===== src/design/hsi_pkg.sv =====
// Shared types, constants and command codes for the hash set block.
`default_nettype none
package hsi_pkg;
	localparam int MAX_BUCKETS_DEF      = 64;
	localparam int SLOTS_PER_BUCKET_DEF = 8;
	localparam int KEY_W                = 32;
	localparam int BCNT_W               = 7;
	localparam int BIDX_W               = 6;

	localparam logic [1:0] CMD_ADD    = 2'd0;
	localparam logic [1:0] CMD_REMOVE = 2'd1;
	localparam logic [1:0] CMD_SEARCH = 2'd2;

	localparam logic [1:0] ST_OK     = 2'd0;
	localparam logic [1:0] ST_ABSENT = 2'd1;
	localparam logic [1:0] ST_FULL   = 2'd2;

	typedef struct packed {
		logic [1:0]       cmd;
		logic [KEY_W-1:0] key;
	} in_word_t;

	typedef struct packed {
		logic [1:0]        status;
		logic [BIDX_W-1:0] bucket_index;
	} out_word_t;

	typedef struct packed {
		logic clr_step;
		logic start;
		logic div_step;
		logic scan_start;
		logic scan_step;
		logic commit;
	} hsi_cmd_t;

	typedef struct packed {
		logic clr_done;
		logic div_done;
		logic scan_done;
	} hsi_sts_t;
endpackage
`default_nettype wire


===== src/design/hsi_ctrl.sv =====
// Controller state machine sequencing divide, slot scan and write-back.
`default_nettype none
module hsi_ctrl (
	input  wire logic            clk,
	input  wire logic            arst_n,
	input  wire logic            in_valid,
	output logic                 in_stall,
	output logic                 out_valid,
	input  wire logic            out_stall,
	input  wire hsi_pkg::hsi_sts_t sts,
	output hsi_pkg::hsi_cmd_t    cmd
);
	import hsi_pkg::*;

	localparam logic [2:0] S_IDLE = 3'd0;
	localparam logic [2:0] S_DIV  = 3'd1;
	localparam logic [2:0] S_SCAN = 3'd2;
	localparam logic [2:0] S_WAIT = 3'd3;
	localparam logic [2:0] S_CLR  = 3'd4;

	logic [2:0] state_q;
	logic       out_valid_q;
	logic       accept;

	assign in_stall  = (state_q != S_IDLE);
	assign accept    = in_valid && !in_stall;
	assign out_valid = out_valid_q;

	always_comb begin
		cmd            = '0;
		cmd.clr_step   = (state_q == S_CLR);
		cmd.start      = accept;
		cmd.div_step   = (state_q == S_DIV);
		cmd.scan_start = (state_q == S_DIV) && sts.div_done;
		cmd.scan_step  = (state_q == S_SCAN);
		cmd.commit     = (state_q == S_WAIT) && !out_valid_q;
	end

	always_ff @(posedge clk or negedge arst_n) begin
		if (!arst_n) begin
			state_q     <= S_CLR;
			out_valid_q <= 1'b0;
		end else begin
			if (out_valid_q && !out_stall)
				out_valid_q <= 1'b0;
			case (state_q)
				S_CLR:  if (sts.clr_done) state_q <= S_IDLE;
				S_IDLE: if (accept) state_q <= S_DIV;
				S_DIV:  if (sts.div_done) state_q <= S_SCAN;
				S_SCAN: if (sts.scan_done) state_q <= S_WAIT;
				S_WAIT: begin
					if (!out_valid_q) begin
						out_valid_q <= 1'b1;
						state_q     <= S_IDLE;
					end
				end
				default: state_q <= S_IDLE;
			endcase
		end
	end
endmodule
`default_nettype wire


===== config.mk =====
export PLATFORM = sky130hd
export DESIGN_NAME = hsi_ctrl
export DESIGN_NICKNAME = d
export VERILOG_FILES = /design/src/design/hsi_pkg.sv /design/src/design/hsi_ctrl.sv
export SDC_FILE = /design/constraint.sdc
export NUM_CORES = 1
export LEC_CHECK = 0
export BUFFER_PORTS_ARGS = -buffer_cell sky130_fd_sc_hd__buf_2
export CAP_MARGIN = 20
export CORE_AREA = 5 5 42 44
export CTS_CLUSTER_DIAMETER = 200
export DETAILED_ROUTE_END_ITERATION = 6
export DIE_AREA = 0 0 47 49
export SLEW_MARGIN = 20
export SYNTH_ARGS = -nofsm -noshare
export SYNTH_HDL_FRONTEND = slang
export SYNTH_SLANG_ARGS = --single-unit

===== constraint.sdc =====
create_clock -name clk -period 3.17 [get_ports clk]
set_input_delay 0.1585 -clock clk [delete_from_list [all_inputs] [get_ports clk]]
set_output_delay 0.1585 -clock clk [all_outputs]
set_load 0.01 [all_outputs]

==> flow_summary.json <==
{
  "antennaDiodeCount": 0,
  "num_vias": 247,
  "die_w_um": 47,
  "critPathLaunchType": "register",
  "synth_largest_area_cell": "dfrtp_1",
  "drt_iter0_drc": 9,
  "fin_nets": 51,
  "setup_viol": 0,
  "cts_tree": "yes",
  "path_max_fanout": 12,
  "ant_nets": 0,
  "viasPerCell": 4.19,
  "slew_headroom_pct": 78.7,
  "numCtsBuffers": 3,
  "postSynth.asyncResetShare_pct": 100,
  "synth_cell_types": 19,
  "synth-seq-area-share_pct": 40.3,
  "synthTopCellsByArea": "dfrtp_1 30%, dfstp_2 10%, nor4b_4 9.5%, buf_4 6.0%, nor3b_2 5.0%",
  "synthesis.area_um2": 251,
  "final-hold-violation-count": 0,
  "finalSetupTns_ns": 0,
  "ys_ff_latch": 4,
  "post_synth.cell_area_avg_um2": 9.67,
  "grt_pass1_vias": 225,
  "start_util_pct": 17.9,
  "overflow": 0,
  "fmax_ghz": 0.673,
  "place_area_um2": 327,
  "grtUsageTotal_pct": 6.43,
  "first_pass_iters": 4,
  "antenna_found_initial": 0,
  "grt_max_degree": 13,
  "wl_per_cell_um": 10.0,
  "status": "completed",
  "fin_crit_sh_pct": 46.8,
  "synth_edf_count": 0,
  "die_area_um2": 2300,
  "crit_arrival_ns": 1.33,
  "cts_sinks": 4,
  "io_buffer_count": 14,
  "cap_viol_max_count": 0,
  "rsz0062_at_grt": "no",
  "synth.top_cell.area_share_pct": 29.9,
  "clockBufferDepth": 2,
  "slew_violations": 0,
  "min_path_type": "primary input to register",
  "fin_skew_ns": 0.00926,
  "h-tree-depth": 1,
  "drc": 0,
  "placed_cells_incl_taps": 54,
  "synthesis.nets": 33,
  "cp.required_ns": 3.01,
  "worstSetupEndpointType": "output port",
  "core_area_um2": 1400,
  "fp.dieH_um": 49,
  "hold_buffers": 1,
  "power_mw": 0.325,
  "max-vdd-ir-drop_mv": 0.276,
  "gp_congestion": 0.648,
  "cts.repair.resized": 0,
  "p_per_area_nw_per_um2": 895,
  "tightest_slew_ns": 0.319,
  "preCtsSetupSlack_ns": 1.92,
  "cts-root-buf": "clkbuf_4",
  "synthCells": 26,
  "grt_pass1_wl_um": 993,
  "routed_wl_um": 590,
  "post_cts_buffers": 0,
  "ys.flop_type": "dfrtp_1",
  "timing.hold.ws_ns": 0.0419,
  "yosysWarnings": 0,
  "critPathKind": "register to output port",
  "drive_gt1_share_pct": 48.8,
  "leakagePower_nw": 0.191,
  "hpwl_um": 475,
  "clk_latency_ns": 0.24,
  "post-route-util_pct": 25.9,
  "period_minus_slack_ns": 1.48,
  "fillCellCount": 169,
  "fin_ws_ns": 1.69,
  "path_clk_slew_ns": 0.03,
  "ioPinCount": 15,
  "area_delta_synth_final_pct": 44.3,
  "rows": 14,
  "final_cell_count_no_fill": 59,
  "fin_area_um2": 363
}
-- cell usage after synthesis (all sizes together), types with 2 or more instances --
cell type,n
a21oi,2
buf,2
dfrtp,3
inv,2
nand2,2
nor2,2
nor3,2
nor3b,2
-- critical path, stage by stage, from the launching register on --
cell,delay [ns]
dfrtp_1,0.48
or3_1,0.40
nor2_1,0.08
buf_2,0.13
-- sequential cells by signal, indices dropped and copies added (netlist names) --
name       cells
out_valid      1
state_q        3
-- logic make-up (layout without fill, tap and decap cells) --
logic type	count (synthesis)	after routing	share of synthesized area, %
flops	4	4	40.3
buf+inv	4	21	8.95
compound gates	6	6	15.9
simple gates	12	12	34.8
-- cells in the final DEF (no fill, tap or decap) --
cell type      instances
nor4b_4                1
nor3b_2                1
clkbuf_1               1
o21ai_1                1
dfstp_2                1
or2_0                  1
or3_1                  1
nor3b_1                1
inv_2                  1
buf_2                 14
a211oi_1               1
nand2_1                2
nor3_1                 2
dfrtp_1                3
a21oi_1                2
nor2b_1                1
dlygate4sd3_1          1
nor2_1                 2
clkbuf_4               3
o211a_1                1
inv_1                  1
a21o_1                 1
-- per-layer routing --
layer  global-route usage (%)  wire [µm]  vias to the layer above
met4                     2.76          0                        0
met2                     6.79        240                       14
met1                     7.98        242                      106
met5                        0          0                        -
li1                         -          -                      127
met3                     7.01        107                        0
-- final cells by class --
| class | count | area, µm² | share of cell area, % |
|---|---|---|---|
| multi-input cells | 18 | 128 | 35.2 |
| clock buffers | 4 | 26.3 | 7.24 |
| repair buffers | 15 | 80.1 | 22.1 |
| inverters | 2 | 7.51 | 2.07 |
| flip-flops and latches | 4 | 101 | 27.9 |
| well taps | 16 | 20.0 | 5.52 |
-- power breakdown --
group,internal [mW],switching [mW]
registers,0.0706,0.0405
clock network,0.0473,0.0226
logic,0.0741,0.0695
-- final timing paths --
path                                        start  cells after the start  slack, ns                      to
max reg2reg                state_q[2]$_DFFE_PN1P_                      2       2.13  state_q[2]$_DFFE_PN1P_
min reg2reg                state_q[2]$_DFFE_PN1P_                      1       0.58  state_q[1]$_DFFE_PN0P_
max                        state_q[1]$_DFFE_PN0P_                      3       1.69                  cmd[4]
max in group asynchronous                  arst_n                      2       2.70  state_q[2]$_DFFE_PN1P_
min                                        sts[2]                      2       0.04  state_q[2]$_DFFE_PN1P_
min in group asynchronous                  arst_n                      2       0.26     out_valid$_DFF_PN0_
Note: power is estimated with default switching activity, not from simulation.
